[config.mk]
export PLATFORM = sky130hd
export DESIGN_NAME = dotted_quad_address_parser
export DESIGN_NICKNAME = d
export VERILOG_FILES = /design/src/hw/rtl/dqap_pkg.sv /design/src/hw/rtl/dqap_in_stage.sv /design/src/hw/rtl/dqap_parse_core.sv /design/src/hw/rtl/dqap_out_stage.sv /design/src/hw/rtl/dotted_quad_address_parser.sv
export SDC_FILE = /design/constraint.sdc
export NUM_CORES = 1
export LEC_CHECK = 0
export BUFFER_PORTS_ARGS = -buffer_cell sky130_fd_sc_hd__buf_2
export CAP_MARGIN = 0
export CORE_ASPECT_RATIO = 1.75
export CORE_MARGIN = 3
export CORE_UTILIZATION = 40
export CTS_BUF_LIST = sky130_fd_sc_hd__clkbuf_16
export DETAILED_ROUTE_END_ITERATION = 8
export PLACE_DENSITY = 0.56
export SETUP_SLACK_MARGIN = 0.2
export SYNTH_ARGS = -nofsm -noshare
export SYNTH_HDL_FRONTEND = slang
export SYNTH_HIERARCHICAL = 1
export SYNTH_SLANG_ARGS = --single-unit
[constraint.sdc]
create_clock -name clk -period 3.7 [get_ports clk]
set_input_delay 0.185 -clock clk [delete_from_list [all_inputs] [get_ports clk]]
set_output_delay 0.185 -clock clk [all_outputs]
set_load 0.03 [all_outputs]
[src/hw/rtl/dqap_pkg.sv]
`timescale 1ns / 1ps

package dqap_pkg;

	// Character codes of the address text.
	localparam logic [7:0] CH_END  = 8'h00;
	localparam logic [7:0] CH_DOT  = 8'h2E;
	localparam logic [7:0] CH_ZERO = 8'h30;
	localparam logic [7:0] CH_NINE = 8'h39;

	// Part limits and dot limit.
	localparam logic [8:0] PART_MAX = 9'd255;
	localparam logic [8:0] PART_SAT = 9'd256;
	localparam logic [1:0] MAX_DOTS = 2'd3;

	// Class of one incoming character.
	typedef enum logic [1:0] {
		CLS_END,
		CLS_DIGIT,
		CLS_DOT,
		CLS_OTHER
	} char_class_t;

	// One result word as it travels from the parse core to the output stage.
	typedef struct packed {
		logic        parse_ok;
		logic [31:0] address;
	} result_t;

	// Sort a character into its class.
	function automatic char_class_t classify(input logic [7:0] c);
		char_class_t cls;
		if (c == CH_END) begin
			cls = CLS_END;
		end else if (c >= CH_ZERO && c <= CH_NINE) begin
			cls = CLS_DIGIT;
		end else if (c == CH_DOT) begin
			cls = CLS_DOT;
		end else begin
			cls = CLS_OTHER;
		end
		return cls;
	endfunction

endpackage

[src/hw/rtl/dqap_in_stage.sv]
`timescale 1ns / 1ps

module dqap_in_stage (
	input  logic       clk,
	input  logic       arst_n,
	input  logic       in_valid,
	output logic       in_ready,
	input  logic [7:0] char_code,
	input  logic       take,
	output logic       valid_s1,
	output logic [7:0] char_s1
);
	import dqap_pkg::*;

	// The register may load whenever it is empty or its word moves on this cycle.
	assign in_ready = !valid_s1 || take;

	// Valid flag of the input register.
	always_ff @(posedge clk or negedge arst_n) begin
		if (!arst_n) begin
			valid_s1 <= 1'b0;
		end else if (in_ready) begin
			valid_s1 <= in_valid;
		end
	end

	// Character held for the parse core.
	always_ff @(posedge clk) begin
		if (in_ready && in_valid) begin
			char_s1 <= char_code;
		end
	end

endmodule

[src/hw/rtl/dqap_parse_core.sv]
`timescale 1ns / 1ps

module dqap_parse_core (
	input  logic              clk,
	input  logic              arst_n,
	input  logic              valid_s1,
	input  logic [7:0]        char_s1,
	input  logic              out_free,
	output logic              take,
	output logic              res_valid,
	output dqap_pkg::result_t res
);
	import dqap_pkg::*;

	logic [8:0]  part_q;
	logic [31:0] asm_q;
	logic [1:0]  dots_q;
	logic        err_q;

	logic [8:0]  part_d;
	logic [31:0] asm_d;
	logic [1:0]  dots_d;
	logic        err_d;

	char_class_t cls;
	logic [12:0] times_ten;
	logic [12:0] digit_sum;
	logic [31:0] full_addr;
	logic        part_big;

	assign cls = classify(char_s1);

	// A terminator can only move on when the output register can take its result.
	assign take      = valid_s1 && (cls != CLS_END || out_free);
	assign res_valid = take && cls == CLS_END;

	// Decimal accumulation: part times ten as two shifts, then the new digit.
	assign times_ten = {1'b0, part_q, 3'b000} + {3'b000, part_q, 1'b0};
	assign digit_sum = times_ten + {9'd0, char_s1[3:0] - CH_ZERO[3:0]};
	assign part_big  = part_q > PART_MAX;
	assign full_addr = {asm_q[23:0], part_q[7:0]};

	// Next state and result for the character in the input register.
	always_comb begin
		part_d  = part_q;
		asm_d   = asm_q;
		dots_d  = dots_q;
		err_d   = err_q;
		res     = '0;
		unique case (cls)
			CLS_END: begin
				if (!err_q && !part_big) begin
					res.parse_ok = 1'b1;
					unique case (dots_q)
						2'd0: res.address = full_addr << 24;
						2'd1: res.address = full_addr << 16;
						2'd2: res.address = full_addr << 8;
						2'd3: res.address = full_addr;
						default: res.address = full_addr;
					endcase
				end
				part_d = '0;
				asm_d  = '0;
				dots_d = '0;
				err_d  = 1'b0;
			end
			CLS_DIGIT: begin
				if (!err_q) begin
					part_d = (digit_sum > {4'd0, PART_SAT}) ? PART_SAT : digit_sum[8:0];
				end
			end
			CLS_DOT: begin
				if (!err_q) begin
					if (dots_q == MAX_DOTS) begin
						err_d = 1'b1;
					end else begin
						dots_d = dots_q + 2'd1;
						if (part_big) begin
							err_d = 1'b1;
						end else begin
							asm_d  = full_addr;
							part_d = '0;
						end
					end
				end
			end
			CLS_OTHER: begin
				err_d = 1'b1;
			end
			default: begin
				err_d = 1'b1;
			end
		endcase
	end

	// Parse state, updated once for every character that moves on.
	always_ff @(posedge clk or negedge arst_n) begin
		if (!arst_n) begin
			part_q <= '0;
			asm_q  <= '0;
			dots_q <= '0;
			err_q  <= 1'b0;
		end else if (take) begin
			part_q <= part_d;
			asm_q  <= asm_d;
			dots_q <= dots_d;
			err_q  <= err_d;
		end
	end

endmodule

[src/hw/rtl/dqap_out_stage.sv]
`timescale 1ns / 1ps

module dqap_out_stage (
	input  logic              clk,
	input  logic              arst_n,
	input  logic              res_valid,
	input  dqap_pkg::result_t res,
	output logic              out_free,
	output logic              out_valid,
	input  logic              out_ready,
	output logic              parse_ok,
	output logic [31:0]       address
);
	import dqap_pkg::*;

	result_t res_q;

	// The register is free when empty or when its word is taken this cycle.
	assign out_free = !out_valid || out_ready;

	// Valid flag of the result register.
	always_ff @(posedge clk or negedge arst_n) begin
		if (!arst_n) begin
			out_valid <= 1'b0;
		end else if (out_free) begin
			out_valid <= res_valid;
		end
	end

	// Result payload.
	always_ff @(posedge clk) begin
		if (out_free && res_valid) begin
			res_q <= res;
		end
	end

	assign parse_ok = res_q.parse_ok;
	assign address  = res_q.address;

endmodule

[src/hw/rtl/dotted_quad_address_parser.sv]
`timescale 1ns / 1ps
// A terminator word passes from the input register through the parse core into the result
// register, which takes it only when free.
// Throughput: one character word per cycle, set by the parse core, unless input is held back.
// Input is held back only while a terminator waits for a full result register.
// Reset: arst_n clears the parse state and both valid flags asynchronously.
// After each result the parse state returns to its reset value.
module dotted_quad_address_parser (
	input  logic        clk,
	input  logic        arst_n,
	input  logic        in_valid,
	output logic        in_ready,
	input  logic [7:0]  char_code,
	output logic        out_valid,
	input  logic        out_ready,
	output logic        parse_ok,
	output logic [31:0] address
);
	import dqap_pkg::*;

	logic       take;
	logic       valid_s1;
	logic [7:0] char_s1;
	logic       out_free;
	logic       res_valid;
	result_t    res;

	// Input register.
	dqap_in_stage u_in (
		.clk       (clk),
		.arst_n    (arst_n),
		.in_valid  (in_valid),
		.in_ready  (in_ready),
		.char_code (char_code),
		.take      (take),
		.valid_s1  (valid_s1),
		.char_s1   (char_s1)
	);

	// Parse state and per-character logic.
	dqap_parse_core u_core (
		.clk       (clk),
		.arst_n    (arst_n),
		.valid_s1  (valid_s1),
		.char_s1   (char_s1),
		.out_free  (out_free),
		.take      (take),
		.res_valid (res_valid),
		.res       (res)
	);

	// Result register.
	dqap_out_stage u_out (
		.clk       (clk),
		.arst_n    (arst_n),
		.res_valid (res_valid),
		.res       (res),
		.out_free  (out_free),
		.out_valid (out_valid),
		.out_ready (out_ready),
		.parse_ok  (parse_ok),
		.address   (address)
	);

endmodule

# Yosys cells after proc, flatten, opt, wreduce, memory -nomap -nowiden
# Cells that the tools add are included.
dict set report totals {
  regBits 79
  in_bits 12
  elab_cells 74
}
dict set report classes {
  n_addsub 3
  n_lt_le_gt_ge 4
  n_eq_ne 11
  muxes 22
  n_reduce_logical 25
}
# operator count
set ops {}
lappend ops {{$pmux 32 s4} 1}
lappend ops {{$mux 24} 3}
lappend ops {{$pmux 24 s2} 1}
lappend ops {{$mux 9} 5}
lappend ops {{$mux 33} 1}
lappend ops {{$pmux 9 s3} 1}
lappend ops {{$add 12x10->13} 1}
lappend ops {{$add 13x4->13} 1}
lappend ops {{$gt 13x9->1 const B} 1}
lappend ops {{$gt 9x8->1 const B} 1}
lappend ops {{$eq 2x2->1 const B} 4}
lappend ops {{$eq 8x6->1 const B} 1}
lappend ops {{$ge 8x6->1 const B} 1}
lappend ops {{$le 8x6->1 const B} 1}
lappend ops {{$logic_not 8->1} 1}
lappend ops {{$mux 2} 4}
lappend ops {{$ne 2x2->1 const B} 4}
lappend ops {{$logic_and 1x1->1} 6}
lappend ops {{$reduce_and 6->1} 1}
lappend ops {{$reduce_bool 3->1} 2}
lappend ops {{$reduce_and 5->1} 1}
lappend ops {{$eq 2x1->1 const B} 2}
lappend ops {{$logic_not 1->1} 4}
lappend ops {{$logic_not 2->1} 2}
lappend ops {{other kinds (8)} 15}

# Logic depth before layout (Yosys ltp)
# Gate-level depths: netlist of the first run.
dict set report depth {
  word_depth 9
  depth_mapped 11
}

# Cells and area by module
# The synthesis of the first run kept the hierarchy.
# mod instances cells_each area_per_inst_um2 seq_area_each_um2
set modules_own_cells {}
lappend modules_own_cells {dqap_parse_core 1 330 2710.1 900.9}
lappend modules_own_cells {dqap_out_stage 1 37 1044.8 1016.0}
lappend modules_own_cells {dqap_in_stage 1 12 294.0 265.3}

# Worst setup path before layout of the first run
# OpenSTA, ideal clock, no wires.
dict set report synth_timing {
  path_type {register to register}
  start {reg u_core.part_q[0]}
  end {reg u_core.part_q[0]}
  setup_time_ns 0.069
  arrival_time_ns 3.000
  required_time_ns 3.631
  path_slack_ns 0.631
  stages_incl_launch_ff 9
  path_buffers 0
  period_less_slack_ns 3.069
  cell_sequence {dfrtp_1 -> inv_1 -> fa_1 -> fa_1 -> inv_1 -> or4_1 -> or4b_1 -> o32ai_2 -> a32o_1}
}
dict set report synth_between {
  elab_chain_cells 6
  elab_cells_between_ends 9
  cone_classes {add/sub (2); order compare (2); eq/ne (1); mux (3); reduce/logical (1)}
}
# element line
set synth_lines {}
lappend synth_lines {{start, declared} dqap_parse_core.sv:15} ;# logic [8:0] part_q;
lappend synth_lines {{start signal, assigned} dqap_parse_core.sv:104} ;# part_q <= part_d;
lappend synth_lines {{$add 12x10->13} dqap_parse_core.sv:38} ;# assign times_ten = {1'b0, part_q, 3'b000} + {3'b000, part_q, 1'b0};
lappend synth_lines {{$add 13x4->13} dqap_parse_core.sv:39} ;# assign digit_sum = times_ten + {9'd0, char_s1[3:0] - CH_ZERO[3:0]};
lappend synth_lines {{$gt 13x9->1} dqap_parse_core.sv:69} ;# part_d = (digit_sum > {4'd0, PART_SAT}) ? PART_SAT : digit_sum[8:0];
lappend synth_lines {{$mux 9} dqap_parse_core.sv:69}
lappend synth_lines {{$mux 9} dqap_parse_core.sv:68} ;# if (!err_q) begin
lappend synth_lines {{$pmux 9 s3} dqap_parse_core.sv:50} ;# unique case (cls)
# Parallel ways exist; a longest one is shown, timed or not. The select of a mux whose other input is x is not followed.
# A chain may end at the register's enable or synchronous reset.

# Worst setup path in the final report of the first run
dict set report layout_timing {
  start {reg u_core.part_q[0]}
  end {reg u_core.part_q[1]}
}
# The elaborated chain is that of the path after synthesis.

==> results of run 1 <==
-- worst paths after layout --
check,from,endpoint,depth (start not counted)
worst min-delay path,char_code[7],u_in/char_s1[7],1
worst min register to register,u_core/asm_q[19],u_core/asm_q[19],2
worst max-delay path,u_core/part_q[0],u_core/part_q[1],8
min in group asynchronous,arst_n,u_core/asm_q[20],2
worst max register to register,u_core/part_q[0],u_core/part_q[1],8
max in group asynchronous,arst_n,u_core/asm_q[22],2
-- registers in the layout, indices dropped and copies added (netlist names) --
| name | count |
|---|---|
| u_in/valid_s1 | 1 |
| u_core/asm_q | 24 |
| u_core/err_q | 1 |
| u_core/dots_q | 2 |
| u_out/address | 32 |
| u_out/out_valid | 1 |
| u_out/parse_ok | 1 |
| u_core/part_q | 9 |
| u_in/char_s1 | 8 |
-- layer usage --
metal	vias up	GRT usage, %
met5	-	0
met4	0	6.92
met3	11	3.58
met2	79	29.3
met1	1445	18.1
li1	1485	-
-- final cells by class --
type                    instances  area (sq um)
clock buffers                   9           225
multi-input cells             265          1720
inverters                      13          53.8
flip-flops and latches         79          2180
fillers                       960          5200
clock inverters                 7          55.1
repair buffers                 50           263
well taps                     125           156
-- worst max-delay path, stage by stage (launching register included) --
cell and delay (ns):
dfrtp_1 0.50, inv_1 0.10, fa_1 0.52, fa_1 0.56, inv_1 0.05, or4_1 0.47, or4b_1 0.53, o32ai_4 0.33
a32o_1 0.22
-- power by group through the flow --
stage                     combinational (mW)  sequential [mW]  clock (mW)
after global placement                 0.251             1.01           0
final                                  0.257            0.996       0.816
after CTS                              0.256            0.995       0.840
after detailed placement               0.254             1.01           0
after global routing                   0.292             1.00       0.877
after floorplan                        0.190            0.992           0
-- stage by stage --
step	total power, mW	instances	utilization, %
floorplan	1.18	379	-
finish	2.07	548	47.2
global route	2.17	548	47.2
CTS	2.09	548	47.1
detailed placement	1.27	531	44.2
global placement	1.26	531	44.2
-- cell usage in the layout, fill, tap and decap left out, types with 3 or more instances in the layout --
cell type   n
o21ai_0    34
nor2_1     43
inv_1      12
nand2b_4    3
nand2_1    57
buf_2      46
nor2b_1     3
inv_6       3
nand4_1     4
dfrtp_1    38
edfxtp_1   41
a222oi_1   16
ha_1       21
clkbuf_16   9
xnor2_1     6
a21oi_1    14
a22oi_1     8
and3_1     10
nand2b_1    3
a32o_1      9
buf_4       3
-- kinds of logic after synthesis --
kind of cell,Yosys count
AOI/OAI and AO/OA,98
xor gates and xnor gates,6
adders and majority gates,23
buffers and inverters,35
DFF,79
and+or+nand+nor,138
-- repair_timing --
| action | CTS | global route |
|---|---|---|
| endpoints found under the setup margin | 0 | 5 |
| hold buffers | 1 | 0 |
| resized for setup | 0 | 1 |
| endpoints found under the hold margin | 38 | 0 |
==> results_dict.tcl, run 1 <==
set metrics [dict create \
    grt.overflow.total 0 \
    ys.flop_type "edfxtp_1" \
    drive_gt1_share_pct 17.5 \
    yosys.area_share.adder_pct 7.48 \
    drc 0 \
    vias_per_cell 5.51 \
    wl_met2_microns 4900 \
    power_switching_mw 0.561 \
    crit_required_ns 3.97 \
    worst_pin_slew_ns 0.861 \
    die_height_microns 139 \
    finalWirelength_microns 8840 \
    ioPinCount 47 \
    grt_pass1_vias 2874 \
    clkTransAtPathRegs_ns 0.06 \
    whs_ns 0.0249 \
    leakagePower_nw 1.94 \
    initial_core_util_pct 41.1 \
    syn_area_per_cell_sq_um 10.7 \
    vdd_drop_max_uv 317 \
    top_layer "met4" \
    coreArea_sq_um 9850 \
    maxCapViolations 0 \
    globalRouteTotalUtil_pct 16.4 \
    cts_buffer_depth 2 \
    synth-seq-cells 79 \
    worstPathArrival_ns 3.60 \
    die-area_sq_um 11400 \
    async_reset_ff_share_pct 48.1 \
    fin_nets 453 \
    p_int_mw 1.51 \
    powerDensity_nw_per_um2 445 \
    final_cell_area_sq_um 4650 \
    cts_max_level 3 \
    synth.area.top_cells "edfxtp_1 30%, dfrtp_1 23%, ha_1 6.5%, nand2_1 5.3%, o21ai_0 4.2%" \
    grt_first_pass_wirelength_microns 14300 \
    start_kind "flip-flop" \
    slew_viol_final 0 \
    synth_top_area_share_pct 30.4 \
    ant_nets 0 \
    min_period_over_period_pct 90.2 \
    synth_edf_count 41 \
    p_seq_share_pct 48.2 \
    tns_ns 0 \
    firstDrtPassIters 6 \
    slew_headroom_pct 42.6 \
    setup_viol 0 \
    antenna_found_initial 0 \
    port_buffers 46 \
    gp_congestion 0.830 \
    die_width_microns 82.1 \
    synth_cell_types 52 \
    synth-xor-area-share_pct 1.30 \
    drt_iter0_markers 320 \
    grt_max_degree 49 \
    synth_compound_area_share_pct 17.1 \
    post-dp-hpwl_microns 6420 \
    syn_area_sq_um 4050 \
    clock-sinks 79 \
    place_ws_ns 0.367 \
    p_sw_share_pct 27.1 \
    outcome "complete, no violations" \
    reg2reg_slack_ns 0.36 \
    crit_fanout 8 \
    wl_per_cell_microns 16.1 \
    pwr-share-clk_pct 39.4 \
    num_vias 3020 \
    rsz0062_at_grt "no" \
    drt-met1-wl_microns 3420 \
    cp-end-kind "flip-flop" \
    num_antenna_cells 0 \
    synth-simple-area-share_pct 16.3 \
    fin_crit_ns 3.34 \
    pwr-share-comb_pct 12.4 \
    clk_latency_ns 0.33 \
    hold_violations 0 \
    synth_most_common_cell "nand2_1" \
    hold_path_class "primary input to flip-flop" \
    yosysTopAreaCell "edfxtp_1" \
    ys.warnings.count 6 \
    cts-buffers-inserted 9 \
    placed_area_sq_um 4350 \
    cts_tree "built" \
    setup_ws_ns 0.364 \
    met3_wirelength_microns 369 \
    path_class "flip-flop to flip-flop" \
    fmax_ghz 0.300 \
    post-cts-setup-buffers 0 \
    syn_nets 414 \
    synth_top_family_by_area "compound AO/OA/AOI/OAI gates" \
    synthToLayoutAreaGrowth_pct 14.9 \
    num_rows 48 \
    postSynthCellCount 379 \
    cts_root_buffer "clkbuf_16" \
    synth_mux_area_share_pct 0 \
    netlist_top_cells_count "57 x nand2_1, 43 x nor2_1, 41 x edfxtp_1, 38 x dfrtp_1, 34 x o21ai_0" \
    fin_worst_skew_ns 0.00573 \
    yosysSeqAreaShare_pct 53.9 \
]
Note: power is estimated with default switching activity, not from simulation.
==> run 2: changes to the inputs <==
==> constraint.sdc (replaced) <==
create_clock -name clk -period 3.7 [get_ports clk]
set_input_delay 0.555 -clock clk [delete_from_list [all_inputs] [get_ports clk]]
set_output_delay 0.555 -clock clk [all_outputs]
set_load 0.03 [all_outputs]
==> run 2 against run 1 <==
Against the previous run:
- setup slack got worse by 0.0021 ns
- combinational power barely moved
- flip-flop and latch count did not move
- non-clock buffer count fell by 1
==> results_dict.tcl, run 2 (synthesis results as in run 1) <==
set metrics [dict create \
    hold_path_class "primary input to async pin" \
    worstPathArrival_ns 3.60 \
    fin_worst_skew_ns 0.00538 \
    antenna_found_initial 0 \
    final_common_cell "nand2_1" \
    place_ws_ns 0.367 \
    final_cell_area_sq_um 4640 \
    drc 0 \
    crit_slowest_cell "fa_1" \
    ant_nets 0 \
    fin_crit_ns 3.34 \
    met1_usage_pct 18.1 \
    leakagePower_nw 1.93 \
    cp-end-kind "flip-flop" \
    utilization_pct 47.1 \
    port_buffers 46 \
    fmax_ghz 0.300 \
    firstDrtPassIters 6 \
    reg2reg_slack_ns 0.36 \
    p_total_mw 2.07 \
    outcome "complete, no violations" \
    clkTransAtPathRegs_ns 0.06 \
    cts_buffer_depth 2 \
    grt_max_degree 49 \
    use_met2_pct 29.3 \
    coreArea_sq_um 9850 \
    gp_congestion 0.830 \
    final_cell_mix "57 x nand2_1, 46 x buf_2, 43 x nor2_1, 41 x edfxtp_1, 38 x dfrtp_1" \
    start_kind "flip-flop" \
    vias_per_cell 5.53 \
    cpPeakStageDelay_ns 0.56 \
    wl_per_cell_microns 16.2 \
    cts_tree "built" \
    maxCapViolations 0 \
    critical-path-top-delay-family "adder cells" \
    initial_core_util_pct 41.1 \
    grt.busiest_layer "met2" \
    critPathBufInv 2 \
    whs_ns 0.325 \
    ioPinCount 47 \
    met3_usage_pct 3.58 \
    powerDensity_nw_per_um2 446 \
    largest_reg_flops 32 \
    setup_viol 0 \
    grt_first_pass_wirelength_microns 14300 \
    grt.overflow.total 0 \
    crit_required_ns 3.97 \
    clk_latency_ns 0.33 \
    crit_fanout 8 \
    drive_gt1_share_pct 17.5 \
    setup_ws_ns 0.362 \
    slew_headroom_pct 40.5 \
    cts_max_level 3 \
    fin_nets 452 \
    num_vias 3023 \
    num_rows 48 \
    path_class "flip-flop to flip-flop" \
    post-dp-hpwl_microns 6420 \
    cts_root_buffer "clkbuf_16" \
    placed_area_sq_um 4350 \
    post-cts-setup-buffers 0 \
    cts-buffers-inserted 9 \
    worst_pin_slew_ns 0.893 \
    min_period_over_period_pct 90.2 \
    fin_cells 547 \
    n_fill_cell 959 \
    slew_viol_final 0 \
    drt_iter0_markers 296 \
    tns_ns 0 \
    grt_pass1_vias 2874 \
    hold_violations 0 \
    die_height_microns 139 \
    vdd_drop_max_uv 317 \
    dp_cells 531 \
    crit_chain "inv_1, fa_1, fa_1, inv_1, or4_1, or4b_1, o32ai_4, a32o_1" \
    globalRouteTotalUtil_pct 16.4 \
    die-area_sq_um 11400 \
    die_width_microns 82.1 \
    num_antenna_cells 0 \
    finalWirelength_microns 8880 \
    rsz0062_at_grt "no" \
    synthToLayoutAreaGrowth_pct 14.7 \
    clock-sinks 79 \
]
==> run 2: final timing paths <==
| kind | startpoint | end | depth (start not counted) |
|---|---|---|---|
| worst min register to register | u_core/asm_q[19] | u_core/asm_q[19] | 2 |
| worst max-delay path | u_core/part_q[0] | u_core/part_q[1] | 8 |
| max in group asynchronous | arst_n | u_core/asm_q[22] | 1 |
| worst max register to register | u_core/part_q[0] | u_core/part_q[1] | 8 |
| min in group clk | char_code[7] | u_in/char_s1[7] | 1 |
| worst min-delay path | arst_n | u_core/asm_q[20] | 1 |
==> run 2: layout make-up <==
class                           count  area, sq um  share of cell area, %
Timing Repair Buffer               49          253                   5.44
Tap cell                          125          156                   3.37
Multi-Input combinational cell    265         1720                   37.0
Clock buffer                        9          225                   4.85
Sequential cell                    79         2180                   47.0
Clock inverter                      7         55.1                   1.19
Inverter                           13         53.8                   1.16
==> run 2: metal layers <==
metal / wire length (microns) / share of wire (%) / vias to the layer above
met5: 0 / 0 / -
met4: 142 / 1.6 / 0
li1: - / - / 1480
met3: 347 / 3.9 / 8
met2: 4920 / 55 / 77
met1: 3470 / 39 / 1458
==> run 2: repair_timing <==
action / CTS / global route
gates resized for setup: 0 / 1
endpoints found under the setup margin: 0 / 5
hold buffers: 0 / 0
==> run 2: power breakdown <==
part / leakage [nW] / total (mW) / switching, mW / internal [mW]
clock network: 0.133 / 0.817 / 0.356 / 0.461
registers: 0.974 / 0.996 / 0.0514 / 0.945
logic: 0.825 / 0.256 / 0.154 / 0.103
==> run 3: changes to the inputs <==
Settings changed: CELL_PAD_IN_SITES_DETAIL_PLACEMENT set to 1, CELL_PAD_IN_SITES_GLOBAL_PLACEMENT set to 1, PLACE_DENSITY 0.56 to 0.69.
==> run 3 against run 2 <==
Against the previous run:
- hold slack about the same
- via count increased by 2.6%
- critical path depth unchanged
- clock skew increased by 0.00076 ns
- flip-flop and latch count unchanged
- final cell count increased by 0.18%
- wire length increased by 6.9%
- critical path type unchanged
- largest power group unchanged
==> results_dict.tcl, run 3 (synthesis results as in run 1) <==
set metrics [dict create \
    outcome "complete, no violations" \
    setup_viol 0 \
    num_rows 48 \
    gp_congestion 0.826 \
    worst_pin_slew_ns 0.911 \
    start_kind "flip-flop" \
    min_period_over_period_pct 89.4 \
    slew_viol_final 0 \
    antenna_found_initial 0 \
    postCtsResizedCells 0 \
    maxCapViolations 0 \
    final_common_cell "nand2_1" \
    fin_worst_skew_ns 0.00615 \
    path_class "flip-flop to flip-flop" \
    grt_pass1_vias 3137 \
    synthToLayoutAreaGrowth_pct 15.9 \
    finalWirelength_microns 9500 \
    cts-buffers-inserted 9 \
    tns_ns 0 \
    pwr-share-clk_pct 43.3 \
    pwr-share-comb_pct 11.7 \
    num_antenna_cells 0 \
    cts_max_level 3 \
    hold_violations 0 \
    firstDrtPassIters 5 \
    crit_required_ns 3.96 \
    fmax_ghz 0.302 \
    final_cell_mix "57 x nand2_1, 46 x buf_2, 43 x nor2_1, 41 x edfxtp_1, 36 x dfrtp_1" \
    die_height_microns 139 \
    p_total_mw 2.21 \
    die-area_sq_um 11400 \
    wl_per_cell_microns 17.3 \
    hold_path_class "primary input to async pin" \
    p_int_mw 1.68 \
    powerDensity_nw_per_um2 472 \
    globalRouteTotalUtil_pct 17.9 \
    grt_max_degree 49 \
    wl_met2_microns 5360 \
    cts_root_buffer "clkbuf_16" \
    cts_buffer_depth 2 \
    place_ws_ns 0.339 \
    regArea_sq_um 2180 \
    crit_fanout 8 \
    post-cts-setup-buffers 0 \
    cp-end-kind "flip-flop" \
    p_seq_share_pct 45.0 \
    num_vias 3103 \
    power_switching_mw 0.538 \
    clock-sinks 79 \
    ant_nets 0 \
    drt-met1-wl_microns 3620 \
    post-dp-hpwl_microns 7000 \
    vdd_drop_max_uv 257 \
    slew_headroom_pct 39.3 \
    clk_latency_ns 0.33 \
    fin_crit_ns 3.31 \
    setup_ws_ns 0.394 \
    drc 0 \
    coreArea_sq_um 9850 \
    cts_tree "built" \
    met3_wirelength_microns 278 \
    grt.overflow.total 0 \
    initial_core_util_pct 41.1 \
    die_width_microns 82.1 \
    ioPinCount 47 \
    reg2reg_slack_ns 0.39 \
    drive_gt1_share_pct 17.7 \
    port_buffers 46 \
    worstPathArrival_ns 3.57 \
    ctsHoldBuffers 0 \
    fin_nets 453 \
    whs_ns 0.325 \
    vias_per_cell 5.66 \
    rsz0062_at_grt "no" \
    clkTransAtPathRegs_ns 0.06 \
    drt_iter0_markers 192 \
    leakagePower_nw 1.96 \
    n_fill_cell 1136 \
    grt_first_pass_wirelength_microns 15700 \
    multiInputGateArea_sq_um 1710 \
    largest_reg_flops 32 \
    p_sw_share_pct 24.3 \
    top_layer "met4" \
]
==> run 3: cell types whose count changed in the layout (fill, tap and decap cells not counted), moves of 2 or more <==
cell        delta
bufinv_16      +2
clkinv_1       +2
clkinvlp_4     -2
dfrtp_1        -2
dfrtp_2        +2
inv_6          -3
==> run 3: per-layer routing <==
metal  GRT usage [%]  up-vias
li1                -     1482
met1            19.7     1548
met5               0        -
met2            32.6       57
met3            2.86       16
met4            7.79        0
==> run 3: final timing paths <==
| check | from | to | cells past startpoint |
|---|---|---|---|
| max | u_core/part_q[0] | u_core/part_q[0] | 8 |
| min | arst_n | u_core/asm_q[20] | 1 |
| max reg2reg | u_core/part_q[0] | u_core/part_q[0] | 8 |
| min reg2reg | u_core/asm_q[23] | u_core/asm_q[23] | 2 |
| max in group asynchronous | arst_n | u_core/part_q[2] | 1 |
| min in group clk | char_code[0] | u_in/char_s1[0] | 1 |
==> run 3: area by class of cell <==
class / count / share of cell area, %
clock buffers: 10 / 5.33
clock inverters: 6 / 1.73
inverters: 13 / 1.15
multi-input cells: 265 / 36.4
flip-flops and latches: 79 / 46.5
well taps: 125 / 3.33
repair buffers: 50 / 5.55
==> run 3: power groups by stage <==
stage / registers (mW) / clock network [mW] / logic (mW)
after global routing: 1.00 / 1.01 / 0.296
after floorplan: 0.992 / 0 / 0.190
after CTS: 0.995 / 0.978 / 0.264
final: 0.997 / 0.959 / 0.258
after detailed placement: 1.01 / 0 / 0.262
after global placement: 1.01 / 0 / 0.251
==> run 3: through the flow <==
stage	instances	cell area (sq um)	utilization (%)
6_report	548	4690	47.6
4_1_cts	548	4690	47.6
5_1_grt	548	4690	47.6
3_5_place_dp	532	4360	44.3
2_1_floorplan	379	4050	-
3_3_place_gp	532	4360	44.3
==> run 3: worst max-delay path, stage by stage, from the launching register on <==
cell and delay (ns):
dfrtp_2 0.44, inv_1 0.10, fa_1 0.52, fa_1 0.55
inv_1 0.05, or4_1 0.46, or4b_1 0.49, o32ai_2 0.39
a32o_1 0.24
